--- src/rtl/dpb_pkg.sv ---
// Shared types, widths and constants for the depth pixel back-projection block.
`default_nettype none

package dpb_pkg;

    // Field widths
    localparam int FRAME_REG_W = 11;
    localparam int K_W         = 24;
    localparam int DEPTH_W     = 16;
    localparam int COLOR_W     = 8;
    localparam int COORD_W     = 24;

    // Frame size arithmetic covers sizes up to 4096 and the 11-bit registers
    localparam int SIZE_W      = 13;
    // |2*pos - 2*floor(size/2) + 1| stays below 2*4096
    localparam int MAG_W       = 13;

    // Back-end datapath
    localparam int P1_W        = MAG_W + DEPTH_W;
    localparam int P2_W        = P1_W + K_W;
    localparam int ROUND_SHIFT = 25;
    localparam int ROUND_W     = P2_W + 1 - ROUND_SHIFT;

    // Queue between front and back
    localparam int QUEUE_DEPTH = 2;

    // Default size limits
    localparam int DEF_MAX_WIDTH  = 1024;
    localparam int DEF_MAX_HEIGHT = 1024;

    // Config port
    localparam int CFG_INDEX_W = 2;
    localparam int CFG_DATA_W  = 24;

    localparam logic [FRAME_REG_W-1:0] RST_FRAME_WIDTH  = 11'd640;
    localparam logic [FRAME_REG_W-1:0] RST_FRAME_HEIGHT = 11'd480;
    localparam logic [K_W-1:0]         RST_INV_FOCAL    = 24'd31957;

    typedef enum logic [CFG_INDEX_W-1:0] {
        REG_FRAME_WIDTH   = 2'd0,
        REG_FRAME_HEIGHT  = 2'd1,
        REG_INVERSE_FOCAL = 2'd2
    } cfg_reg_t;

    typedef struct packed {
        logic [FRAME_REG_W-1:0] frame_width;
        logic [FRAME_REG_W-1:0] frame_height;
        logic [K_W-1:0]         inverse_focal;
    } cfg_t;

    // One classified pixel as handed from front to back
    typedef struct packed {
        logic [DEPTH_W-1:0] depth;
        logic               ok;
        logic [COLOR_W-1:0] red;
        logic [COLOR_W-1:0] green;
        logic [COLOR_W-1:0] blue;
        logic [MAG_W-1:0]   x_mag;
        logic               x_neg;
        logic [MAG_W-1:0]   y_mag;
        logic               y_neg;
        logic               frame_end;
    } item_t;

endpackage

`default_nettype wire

--- src/rtl/dpb_queue.sv ---
// Small register queue decoupling the front end from the back end.
`default_nettype none

module dpb_queue #(
    parameter int DEPTH = dpb_pkg::QUEUE_DEPTH
) (
    input  wire logic           clk,
    input  wire logic           rst_n,
    input  wire logic           push_valid,
    output logic                push_ready,
    input  wire dpb_pkg::item_t push_item,
    output logic                pop_valid,
    input  wire logic           pop_ready,
    output dpb_pkg::item_t      pop_item
);

    localparam int PTR_W = (DEPTH > 1) ? $clog2(DEPTH) : 1;
    localparam int CNT_W = $clog2(DEPTH + 1);

    dpb_pkg::item_t    entries_reg [DEPTH];
    logic [PTR_W-1:0]  wr_ptr_reg, wr_ptr_next;
    logic [PTR_W-1:0]  rd_ptr_reg, rd_ptr_next;
    logic [CNT_W-1:0]  count_reg, count_next;
    logic              push, pop;

    assign push_ready = (count_reg != CNT_W'(DEPTH));
    assign pop_valid  = (count_reg != '0);
    assign pop_item   = entries_reg[rd_ptr_reg];
    assign push       = push_valid && push_ready;
    assign pop        = pop_valid && pop_ready;

    always_comb
    begin
        wr_ptr_next = wr_ptr_reg;
        rd_ptr_next = rd_ptr_reg;
        count_next  = count_reg;
        if (push)
        begin
            wr_ptr_next = (wr_ptr_reg == PTR_W'(DEPTH - 1)) ? '0 : wr_ptr_reg + 1'b1;
        end
        if (pop)
        begin
            rd_ptr_next = (rd_ptr_reg == PTR_W'(DEPTH - 1)) ? '0 : rd_ptr_reg + 1'b1;
        end
        if (push && !pop)
        begin
            count_next = count_reg + 1'b1;
        end
        else if (pop && !push)
        begin
            count_next = count_reg - 1'b1;
        end
    end

    always_ff @(posedge clk or negedge rst_n)
    begin
        if (!rst_n)
        begin
            wr_ptr_reg <= '0;
            rd_ptr_reg <= '0;
            count_reg  <= '0;
        end
        else
        begin
            wr_ptr_reg <= wr_ptr_next;
            rd_ptr_reg <= rd_ptr_next;
            count_reg  <= count_next;
        end
    end

    always_ff @(posedge clk)
    begin
        if (push)
        begin
            entries_reg[wr_ptr_reg] <= push_item;
        end
    end

endmodule

`default_nettype wire

--- src/rtl/dpb_front.sv ---
// Front end: raster counters, frame-end detection and per-axis offset magnitude.
`default_nettype none

module dpb_front #(
    parameter int MAX_WIDTH  = dpb_pkg::DEF_MAX_WIDTH,
    parameter int MAX_HEIGHT = dpb_pkg::DEF_MAX_HEIGHT
) (
    input  wire logic                          clk,
    input  wire logic                          rst_n,
    input  wire dpb_pkg::cfg_t                 cfg,
    input  wire logic                          in_valid,
    output logic                               in_ready,
    input  wire logic [dpb_pkg::DEPTH_W-1:0]   depth_mm,
    input  wire logic                          depth_ok,
    input  wire logic [dpb_pkg::COLOR_W-1:0]   red_in,
    input  wire logic [dpb_pkg::COLOR_W-1:0]   green_in,
    input  wire logic [dpb_pkg::COLOR_W-1:0]   blue_in,
    output logic                               push_valid,
    input  wire logic                          push_ready,
    output dpb_pkg::item_t                     push_item
);

    localparam int SW    = dpb_pkg::SIZE_W;
    localparam int COL_W = $clog2(MAX_WIDTH);
    localparam int ROW_W = $clog2(MAX_HEIGHT);

    logic [COL_W-1:0] col_reg, col_next;
    logic [ROW_W-1:0] row_reg, row_next;
    logic [SW-1:0]    w_eff, h_eff, col_ext, row_ext;
    logic             last_col, last_row, accept;
    logic [dpb_pkg::MAG_W-1:0] x_mag, y_mag;
    logic             x_neg, y_neg;

    // Zero reads as one, above the limit reads as the limit
    function automatic logic [SW-1:0] clamp_size(
        input logic [dpb_pkg::FRAME_REG_W-1:0] v,
        input logic [SW-1:0]                   maxv
    );
        logic [SW-1:0] ve;
        ve = SW'(v);
        if (ve == '0)
        begin
            return SW'(1);
        end
        else if (ve > maxv)
        begin
            return maxv;
        end
        return ve;
    endfunction

    // |2*pos + 1 - 2*floor(size/2)| and its sign
    function automatic logic [dpb_pkg::MAG_W:0] axis_mag(
        input logic [SW-1:0] pos,
        input logic [SW-1:0] size
    );
        logic [SW:0] odd_pos;
        logic [SW:0] twice_half;
        logic [SW:0] diff;
        logic        neg;
        odd_pos    = {pos, 1'b1};
        twice_half = {1'b0, size[SW-1:1], 1'b0};
        neg        = (twice_half > odd_pos);
        diff       = neg ? (twice_half - odd_pos) : (odd_pos - twice_half);
        return {dpb_pkg::MAG_W'(diff), neg};
    endfunction

    assign w_eff   = clamp_size(cfg.frame_width, SW'(MAX_WIDTH));
    assign h_eff   = clamp_size(cfg.frame_height, SW'(MAX_HEIGHT));
    assign col_ext = SW'(col_reg);
    assign row_ext = SW'(row_reg);

    // A counter left past the end by a smaller size counts as the last one
    assign last_col = (col_ext >= w_eff - 1'b1);
    assign last_row = (row_ext >= h_eff - 1'b1);

    assign {x_mag, x_neg} = axis_mag(col_ext, w_eff);
    assign {y_mag, y_neg} = axis_mag(row_ext, h_eff);

    assign in_ready   = push_ready;
    assign push_valid = in_valid;
    assign accept     = in_valid && push_ready;

    always_comb
    begin
        push_item.depth     = depth_mm;
        push_item.ok        = depth_ok;
        push_item.red       = red_in;
        push_item.green     = green_in;
        push_item.blue      = blue_in;
        push_item.x_mag     = x_mag;
        push_item.x_neg     = x_neg;
        push_item.y_mag     = y_mag;
        push_item.y_neg     = y_neg;
        push_item.frame_end = last_col && last_row;
    end

    always_comb
    begin
        col_next = col_reg;
        row_next = row_reg;
        if (accept)
        begin
            if (last_col)
            begin
                col_next = '0;
                row_next = last_row ? '0 : row_reg + 1'b1;
            end
            else
            begin
                col_next = col_reg + 1'b1;
            end
        end
    end

    always_ff @(posedge clk or negedge rst_n)
    begin
        if (!rst_n)
        begin
            col_reg <= '0;
            row_reg <= '0;
        end
        else
        begin
            col_reg <= col_next;
            row_reg <= row_next;
        end
    end

endmodule

`default_nettype wire

--- src/rtl/dpb_back.sv ---
// Back end: three-stage multiply, round and saturate pipeline with output register.
`default_nettype none

module dpb_back (
    input  wire logic                                 clk,
    input  wire logic                                 rst_n,
    input  wire logic [dpb_pkg::K_W-1:0]              inverse_focal,
    input  wire logic                                 pop_valid,
    output logic                                      pop_ready,
    input  wire dpb_pkg::item_t                       pop_item,
    output logic                                      out_valid,
    input  wire logic                                 out_ready,
    output logic signed [dpb_pkg::COORD_W-1:0]        x_mm,
    output logic signed [dpb_pkg::COORD_W-1:0]        y_mm,
    output logic [dpb_pkg::DEPTH_W-1:0]               z_mm,
    output logic                                      point_valid,
    output logic [dpb_pkg::COLOR_W-1:0]               red_out,
    output logic [dpb_pkg::COLOR_W-1:0]               green_out,
    output logic [dpb_pkg::COLOR_W-1:0]               blue_out,
    output logic                                      frame_end
);

    localparam int P1_W = dpb_pkg::P1_W;
    localparam int P2_W = dpb_pkg::P2_W;
    localparam int RW   = dpb_pkg::ROUND_W;
    localparam int CW   = dpb_pkg::COORD_W;

    logic            v1_reg, v2_reg, v3_reg;
    logic            en1, en2, en3;
    dpb_pkg::item_t  it1_reg, it2_reg;
    logic [P1_W-1:0] px1_reg, py1_reg;
    logic [P2_W-1:0] px2_reg, py2_reg;
    logic [CW-1:0]   x_next, y_next;

    // Round to nearest, ties away from zero, then saturate to the 24-bit range
    function automatic logic [CW-1:0] round_sat(
        input logic [P2_W-1:0] mag,
        input logic            neg
    );
        logic [P2_W:0] sum;
        logic [RW-1:0] r;
        sum = {1'b0, mag} + ((P2_W + 1)'(1) << (dpb_pkg::ROUND_SHIFT - 1));
        r   = sum[P2_W:dpb_pkg::ROUND_SHIFT];
        if (neg)
        begin
            if (r > (RW'(1) << (CW - 1)))
            begin
                r = RW'(1) << (CW - 1);
            end
            return CW'(RW'(0) - r);
        end
        if (r > ((RW'(1) << (CW - 1)) - 1'b1))
        begin
            r = (RW'(1) << (CW - 1)) - 1'b1;
        end
        return r[CW-1:0];
    endfunction

    assign en3       = !v3_reg || out_ready;
    assign en2       = !v2_reg || en3;
    assign en1       = !v1_reg || en2;
    assign pop_ready = en1;
    assign out_valid = v3_reg;

    assign x_next = round_sat(px2_reg, it2_reg.x_neg);
    assign y_next = round_sat(py2_reg, it2_reg.y_neg);

    always_ff @(posedge clk or negedge rst_n)
    begin
        if (!rst_n)
        begin
            v1_reg <= 1'b0;
            v2_reg <= 1'b0;
            v3_reg <= 1'b0;
        end
        else
        begin
            if (en1)
            begin
                v1_reg <= pop_valid;
            end
            if (en2)
            begin
                v2_reg <= v1_reg;
            end
            if (en3)
            begin
                v3_reg <= v2_reg;
            end
        end
    end

    always_ff @(posedge clk)
    begin
        if (en1 && pop_valid)
        begin
            it1_reg <= pop_item;
            px1_reg <= P1_W'(pop_item.x_mag) * P1_W'(pop_item.depth);
            py1_reg <= P1_W'(pop_item.y_mag) * P1_W'(pop_item.depth);
        end
        if (en2 && v1_reg)
        begin
            it2_reg <= it1_reg;
            px2_reg <= P2_W'(px1_reg) * P2_W'(inverse_focal);
            py2_reg <= P2_W'(py1_reg) * P2_W'(inverse_focal);
        end
        if (en3 && v2_reg)
        begin
            x_mm        <= it2_reg.ok ? x_next : '0;
            y_mm        <= it2_reg.ok ? y_next : '0;
            z_mm        <= it2_reg.ok ? it2_reg.depth : '0;
            point_valid <= it2_reg.ok;
            red_out     <= it2_reg.red;
            green_out   <= it2_reg.green;
            blue_out    <= it2_reg.blue;
            frame_end   <= it2_reg.frame_end;
        end
    end

endmodule

`default_nettype wire

--- src/rtl/depth_pixel_backprojection.sv ---
// Top level of the depth pixel back-projection block: config registers, front, queue, back.
`default_nettype none

// Turns a raster-order stream of depth pixels into 3-D points with a pinhole
// camera model: X = (col - cx) * Z * k and Y = (row - cy) * Z * k in whole
// millimetres (rounded to nearest, ties away from zero, saturated to 24-bit
// signed), Z passed through, colour passed through, and frame_end on the last
// pixel of each frame. cx = floor(width/2) - 0.5, same for cy; k is
// inverse_focal_q24 / 2^24. Pixels with depth_ok low give zero coordinates and
// point_valid low. The front end keeps the column and row counters and hands
// each classified pixel through a two-entry queue to the back end, a
// three-stage pipeline (depth times offset, times k, round and saturate into
// the output register). Throughput is one transaction per clock as long as
// out_ready stays high; an accepted input passes through a queue entry, then
// the two chained multiplies, each followed by a register, with round and
// saturate feeding the output register. Size registers read 0 as 1 and clamp
// at MAX_WIDTH / MAX_HEIGHT. Configuration writes are always accepted
// (cfg_ready is tied high); index 3 is ignored. Write configuration only while
// no transaction is in flight.
module depth_pixel_backprojection #(
    parameter int MAX_WIDTH  = dpb_pkg::DEF_MAX_WIDTH,
    parameter int MAX_HEIGHT = dpb_pkg::DEF_MAX_HEIGHT
) (
    input  wire logic                                 clk,
    input  wire logic                                 rst_n,
    // configuration write channel
    input  wire logic                                 cfg_valid,
    output logic                                      cfg_ready,
    input  wire logic [dpb_pkg::CFG_INDEX_W-1:0]      cfg_index,
    input  wire logic [dpb_pkg::CFG_DATA_W-1:0]       cfg_data,
    // pixel input channel
    input  wire logic                                 in_valid,
    output logic                                      in_ready,
    input  wire logic [dpb_pkg::DEPTH_W-1:0]          depth_mm,
    input  wire logic                                 depth_ok,
    input  wire logic [dpb_pkg::COLOR_W-1:0]          red_in,
    input  wire logic [dpb_pkg::COLOR_W-1:0]          green_in,
    input  wire logic [dpb_pkg::COLOR_W-1:0]          blue_in,
    // point output channel
    output logic                                      out_valid,
    input  wire logic                                 out_ready,
    output logic signed [dpb_pkg::COORD_W-1:0]        x_mm,
    output logic signed [dpb_pkg::COORD_W-1:0]        y_mm,
    output logic [dpb_pkg::DEPTH_W-1:0]               z_mm,
    output logic                                      point_valid,
    output logic [dpb_pkg::COLOR_W-1:0]               red_out,
    output logic [dpb_pkg::COLOR_W-1:0]               green_out,
    output logic [dpb_pkg::COLOR_W-1:0]               blue_out,
    output logic                                      frame_end
);

    dpb_pkg::cfg_t  cfg_reg, cfg_next;
    dpb_pkg::item_t push_item, pop_item;
    logic           push_valid, push_ready;
    logic           pop_valid, pop_ready;

    // Config registers: no back-pressure
    assign cfg_ready = 1'b1;

    always_comb
    begin
        cfg_next = cfg_reg;
        if (cfg_valid)
        begin
            case (dpb_pkg::cfg_reg_t'(cfg_index))
                dpb_pkg::REG_FRAME_WIDTH:
                begin
                    cfg_next.frame_width = cfg_data[dpb_pkg::FRAME_REG_W-1:0];
                end
                dpb_pkg::REG_FRAME_HEIGHT:
                begin
                    cfg_next.frame_height = cfg_data[dpb_pkg::FRAME_REG_W-1:0];
                end
                dpb_pkg::REG_INVERSE_FOCAL:
                begin
                    cfg_next.inverse_focal = cfg_data[dpb_pkg::K_W-1:0];
                end
                default:
                begin
                    cfg_next = cfg_reg;
                end
            endcase
        end
    end

    always_ff @(posedge clk or negedge rst_n)
    begin
        if (!rst_n)
        begin
            cfg_reg.frame_width   <= dpb_pkg::RST_FRAME_WIDTH;
            cfg_reg.frame_height  <= dpb_pkg::RST_FRAME_HEIGHT;
            cfg_reg.inverse_focal <= dpb_pkg::RST_INV_FOCAL;
        end
        else
        begin
            cfg_reg <= cfg_next;
        end
    end

    // Front: counters and per-pixel classification
    dpb_front #(
        .MAX_WIDTH  (MAX_WIDTH),
        .MAX_HEIGHT (MAX_HEIGHT)
    ) u_front (
        .clk        (clk),
        .rst_n      (rst_n),
        .cfg        (cfg_reg),
        .in_valid   (in_valid),
        .in_ready   (in_ready),
        .depth_mm   (depth_mm),
        .depth_ok   (depth_ok),
        .red_in     (red_in),
        .green_in   (green_in),
        .blue_in    (blue_in),
        .push_valid (push_valid),
        .push_ready (push_ready),
        .push_item  (push_item)
    );

    // Decoupling queue
    dpb_queue #(
        .DEPTH (dpb_pkg::QUEUE_DEPTH)
    ) u_queue (
        .clk        (clk),
        .rst_n      (rst_n),
        .push_valid (push_valid),
        .push_ready (push_ready),
        .push_item  (push_item),
        .pop_valid  (pop_valid),
        .pop_ready  (pop_ready),
        .pop_item   (pop_item)
    );

    // Back: multiply, round, saturate, output register
    dpb_back u_back (
        .clk           (clk),
        .rst_n         (rst_n),
        .inverse_focal (cfg_reg.inverse_focal),
        .pop_valid     (pop_valid),
        .pop_ready     (pop_ready),
        .pop_item      (pop_item),
        .out_valid     (out_valid),
        .out_ready     (out_ready),
        .x_mm          (x_mm),
        .y_mm          (y_mm),
        .z_mm          (z_mm),
        .point_valid   (point_valid),
        .red_out       (red_out),
        .green_out     (green_out),
        .blue_out      (blue_out),
        .frame_end     (frame_end)
    );

    // An invalid pixel carries all-zero coordinates
    assert property (@(posedge clk) disable iff (!rst_n)
        out_valid && !point_valid |-> x_mm == '0 && y_mm == '0 && z_mm == '0)
    else $error("invalid point with nonzero coordinates");

    // Zero depth projects to the origin
    assert property (@(posedge clk) disable iff (!rst_n)
        out_valid && point_valid && z_mm == '0 |-> x_mm == '0 && y_mm == '0)
    else $error("zero depth gave nonzero X or Y");

    // A full queue that stalls the front must leave the back end either stalled or with a queue entry to take
    assert property (@(posedge clk) disable iff (!rst_n)
        in_valid && !in_ready |=> !pop_ready || pop_valid)
    else $error("queue full but back end starved");

endmodule

`default_nettype wire
--- config.mk ---
export PLATFORM = sky130hd
export DESIGN_NAME = depth_pixel_backprojection
export DESIGN_NICKNAME = d
export VERILOG_FILES = /design/src/rtl/dpb_pkg.sv /design/src/rtl/dpb_queue.sv /design/src/rtl/dpb_front.sv /design/src/rtl/dpb_back.sv /design/src/rtl/depth_pixel_backprojection.sv
export SDC_FILE = /design/constraint.sdc
export NUM_CORES = 2
export LEC_CHECK = 0
export BUFFER_PORTS_ARGS = -buffer_cell sky130_fd_sc_hd__buf_2
export CAP_MARGIN = 5
export CORE_MARGIN = 2
export CORE_UTILIZATION = 35
export CTS_BUF_LIST = sky130_fd_sc_hd__clkbuf_2
export DETAILED_ROUTE_END_ITERATION = 8
export SYNTH_ARGS = -nofsm -noshare
export SYNTH_HDL_FRONTEND = slang
export SYNTH_HIERARCHICAL = 1
export SYNTH_SLANG_ARGS = --single-unit
--- constraint.sdc ---
create_clock -name clk -period 14.4 [get_ports clk]
set_clock_uncertainty 0.15 [all_clocks]
set_input_delay 2.88 -clock clk [delete_from_list [all_inputs] [get_ports clk]]
set_output_delay 2.88 -clock clk [all_outputs]
set_load 0.05 [all_outputs]
# Yosys cells after proc, flatten, opt, wreduce, memory -nomap -nowiden
# Memory sizes are Yosys's and may differ from the RTL's.
# Index checks and enable logic that the tools add are counted.
[word_totals]
out_inout_bits = 93
input_bits = 72
regBits = 415
memories = 1
ramBits = 140
[mem_list]
columns = ["name", "words", "word_bits", "read_ports", "rd_clocked_by_memory_dff", "wr", "line_no", "text"]
rows = [
  ["u_queue.entries_reg", 2, 70, 1, 0, 1, "dpb_queue.sv:20", "dpb_pkg::item_t entries_reg [DEPTH];"],
]
[classes]
add_sub_neg = 16
mul = 4
n_eq_ne = 3
n_mux = 34
reduce_logical = 24
n_lt_le_gt_ge = 10
[op_table]
columns = ["op", "n"]
rows = [
  ["$mux W29", 6],
  ["$mux W24", 6],
  ["$add A53 B25 Y54 const B", 2],
  ["$mul A29 B24 Y53", 2],
  ["$mux W13", 8],
  ["$gt A29 B23 Y1 const B", 2],
  ["$gt A29 B24 Y1 const B", 2],
  ["$mul A13 B16 Y29", 2],
  ["$sub A1 B24 Y24 const A", 2],
  ["$ge A10 B13 Y1", 2],
  ["$gt A13 B11 Y1", 2],
  ["$sub A11 B13 Y13", 2],
  ["$sub A13 B1 Y13 const B", 2],
  ["$sub A13 B11 Y13", 2],
  ["$gt A11 B11 Y1 const B", 2],
  ["$logic_not A11 Y1", 2],
  ["$add A10 B1 Y10 const B", 2],
  ["$mux W10", 2],
  ["$mux W1", 10],
  ["$reduce_and A2 Y1", 4],
  ["$logic_and A1 B1 Y1", 7],
  ["$logic_not A1 Y1", 5],
  ["$mux W2", 2],
  ["$reduce_bool A2 Y1", 2],
  ["8 further kinds", 11],
]

# Logic depth before layout (Yosys ltp)
[depth]
depth_word = 8
ltp_mapped = 27

# By module
# The synthesis kept the hierarchy.
[modules_own_cells]
columns = ["mod", "instances", "cells_per_inst", "seq_area_each_um2", "area_each_um2"]
rows = [
  ["dpb_back", 1, 7184, 8903.5, 68488.2],
  ["dpb_queue", 1, 236, 4304.1, 5596.6],
  ["dpb_front", 1, 524, 500.5, 3980.1],
  ["depth_pixel_backprojection", 1, 101, 1171.1, 1785.5],
]

# Least setup slack after synthesis
# OpenSTA, ideal clock, no wires.
[synth_timing]
kind = "register -> register"
start = "reg, netlist name cfg_reg[10]"
end = "reg u_back.px2_reg[52] (data pin)"
stages_incl_launch_ff = 27
n_path_buf = 2
synth_period_minus_slack_ns = 7.734
arrival_time_ns = 7.321
setup_ns = 0.263
t_required_ns = 13.987
setup_slack_ns = 6.666
cell_sequence = "dfstp_2 > clkbuf_1 > clkbuf_1 > nand2_1 > fa_1 > inv_1 > fa_1 > inv_1 > fa_1 > inv_1 > fa_1 > fa_1 > fa_1 > inv_1 > fa_1 > inv_1 > ha_1 > a21o_1 > a21o_1 > a21o_1 > a221o_1 > a221o_1 > or4_1 > o21ai_1 > o21ai_1 > o41ai_2 > xnor2_1"
[synth_between]
elab_chain_len = 1
[synth_lines]
columns = ["item", "line_no", "text"]
rows = [
  ["$mul A29 B24 Y53", "dpb_back.sv:104", "px2_reg <= P2_W'(px1_reg) * P2_W'(inverse_focal);"],
  ["end signal: assignment", "dpb_back.sv:104", ""],
  ["end: declaration", "dpb_back.sv:32", "logic [P2_W-1:0] px2_reg, py2_reg;"],
]
# Every way passes these cells.
# A chain may end at the register's enable or synchronous reset.

# Worst setup path in the final report
[layout_timing]
start = "reg u_back.px1_reg[17]"
end = "reg u_back.px2_reg[51] (data pin)"
[layout_between]
elab_chain_len = 1
[layout_lines]
columns = ["item", "line_no", "text"]
rows = [
  ["start: declaration", "dpb_back.sv:31", "logic [P1_W-1:0] px1_reg, py1_reg;"],
  ["start signal: assignment", "dpb_back.sv:98", "px1_reg <= P1_W'(pop_item.x_mag) * P1_W'(pop_item.depth);"],
  ["$mul A29 B24 Y53", "dpb_back.sv:104", ""],
]
# Every way passes these cells.

==> flow_summary.toml <==
[min_path]
worstHoldStart = "u_back/it2_reg[38]$_DFFE_PP_"
min_to = "u_back/green_out[1]$_DFFE_PP_"
holdPathStages = 0
hp-class = "reg -> reg"

[sta]
rsz0062_at_grt = "false"
finalCritPeriodShare_pct = 62.98
tightest_slew_ns = 1.258
slew_headroom_pct = 16.13
max_freq_mhz = 110.3
final.setup.tns_ns = 0
setup_violations = 0
slew_violations = 0
fin_crit_ns = 9.070
hold_violations = 0

[critical_path]
crit_chain = "nand2_1 -> fa_1 -> inv_1 -> fa_1 -> inv_1 -> fa_1 -> fa_1 -> inv_1 -> fa_1 -> fa_1 -> inv_1 -> fa_1 -> inv_1 -> ha_1 -> nand4_1 -> a211oi_1 -> o221ai_1 -> o211ai_1 -> a31oi_1 -> a2111oi_0 -> o21ai_1 -> o211ai_1 -> a21oi_1 -> xnor2_1"
arrival_ns = 10.22
critPathMaxStageDelay_ns = 1.18
critPathMaxFanout = 24
crit_top_cell = "fa_1"
r2r_end = "u_back/px2_reg[51]$_DFFE_PP_"
crit_start = "u_back/px1_reg[17]$_DFFE_PP_"
crit_required_ns = 15.55
r2r_slack_ns = 5.33
critPathKind = "reg -> reg"
critPathLaunchType = "flop"
r2r_cells = 24
cp-end-kind = "flop"
rr_startpoint = "u_back/px1_reg[17]$_DFFE_PP_"
crit_slowest_cell = "edfxtp_1"

[layout]
multiInputGateArea_mm2 = 0.05672
fin_nets = 10120
filler_cell_count = 22560
drive_above_1_share_pct = 8.436
synthToLayoutAreaGrowth_pct = 5.751
seqCellArea_mm2 = 0.01490
largest_reg_flops = 140
final_cell_area_mm2 = 0.08444

[synthesis]
synth_top_area_share_pct = 37.41
yosys-top-cells-count = "1660 x inv_1, 1492 x fa_1, 1109 x nand2_1"
synth_top_area_cell = "fa_1"
synthesis.area_mm2 = 0.07985
synth_edf_count = 434
yosys-top-cells-area = "fa_1 37%, edfxtp_1 16%, ha_1 8.9%"
async_flop_share_pct = 14.40
synth_cell_types = 115
syn_area_per_cell_um2 = 9.925
yosys_warnings = 6
yosysMostFrequentCell = "inv_1"
synth-seq-cells = 507
synth_ff_type = "edfxtp_1"
seq_area_frac_synth_pct = 18.63
syn_inst = 8045

[die]
core_area_mm2 = 0.2271
start_util_pct = 35.17
die-width_um = 481.6
die_height_um = 481.6
num_io_pins = 165
num_rows = 175
fp.dieArea_mm2 = 0.2320

[cts]
ctsHoldBuffers = 0
path_clk_slew_ns = 0.10
htree_levels = 4
post_cts_buffers = 0
cts_made_buffers = 143
cts_root_buf = "clkbuf_2"
clock_latency_ns = 1.68
clock_sinks = 507
cts_tree = "built"
clockBufferDepth = 3
ctsResizeCount = 0

[drt]
vias = 54940
drc = 0
vias_per_cell = 4.932
avgRoutedWirePerCell_um = 18.95
dr.first_iter.drc_count = 3524
postRouteAntennaNets = 0
drtPass1Iterations = 6
drt-total-wl_um = 211100

[outcome]
outcome = "finished, final reports clean"

[job]
maxCapViolations = 0

[place]
portBuffers = 163
post_dp_cell_area_mm2 = 0.08300
dp_hpwl_um = 157000
gp_congestion = 0.8820

[grt]
grt_max_degree = 72
grt_overflow = 0
antenna_found_initial = 33
grt_pass1_vias = 60270
grtUsageTotal_pct = 18.56
grt_first_pass_wirelength_um = 336300
layout by cell type, fill, tap and decap left out, types with 46 or more instances in the layout:
master / n
nand2_1: 1109
mux2_2: 49
o21ai_0: 108
xnor2_1: 120
buf_2: 162
nor3_1: 61
and3_1: 47
inv_1: 1660
xor2_1: 61
fa_1: 1492
clkbuf_2: 200
mux2_4: 71
nor2_1: 154
nand3_1: 59
edfxtp_1: 434
a21oi_1: 141
a21o_1: 46
ha_1: 565
buf_4: 75
and2_1: 892
how the worst max path moves through the flow:
stage                                   endpoint  slack (ns)  cells past startpoint
global route        u_back/py2_reg[50]$_DFFE_PP_        4.78                     24
floorplan           u_back/px2_reg[52]$_DFFE_PP_        6.67                     26
CTS                 u_back/px2_reg[51]$_DFFE_PP_        5.35                     24
finish              u_back/px2_reg[51]$_DFFE_PP_        5.33                     24
global placement    u_back/px2_reg[52]$_DFFE_PP_        5.54                     25
detailed placement  u_back/py2_reg[50]$_DFFE_PP_        5.44                     23
stage by stage:
step | hold WS [ns] | utilization [%] | cells | setup slack, ns
floorplan | 0.2503 | - | 8046 | 6.666
global placement | 0.2505 | 36.55 | 10860 | 5.535
detailed placement | 0.2545 | 36.56 | 10860 | 5.436
CTS | 0.2534 | 37.16 | 11120 | 5.353
global route | 0.2640 | 37.17 | 11130 | 4.783
finish | 0.2518 | 37.19 | 11140 | 5.330
critical path, delay by kind of cell (launching register included):
family / cells / cell delay, ns
xor gates and xnor gates: 1 / 0.13
DFF: 1 / 1.18
and+or+nand+nor: 2 / 0.36
AOI/OAI and AO/OA: 8 / 2.68
buffers and inverters: 5 / 0.29
adders and majority gates: 8 / 3.92
layer usage:
metal  track usage [%]  wire (um)
met5                 0         79
met4             6.058       6894
met3             3.573      14940
met2             30.48      98830
met1             24.60      90350
cells by family (layout without fill, tap and decap cells):
family                   after synthesis  in the layout  share of synthesized area, %
AO/OA/AOI/OAI                        554            554                         4.682
XOR/XNOR                             182            182                         2.006
adder cells (fa/ha/maj)             2057           2057                         46.26
buffers and inverters               2098           2160                         10.37
flip-flops                           507            507                         18.63
multiplexers                         139            139                         2.283
other                                  2             26                      0.009405
AND/OR/NAND/NOR                     2506           2506                         15.76
area by class of cell:
cell class                 count  area share (%)
timing repair buffer         238           1.631
multi-input combinational   5441           67.17
clock buffer                 200           1.185
antenna                       23         0.06816
inverter                    1664           7.397
sequential                   507           17.64
clock inverter                58          0.4490
tap                         3009           4.459
Power is left out: the tool's default activity adds up to more than one toggle a clock period on the data nets, which glitch-free logic cannot reach.
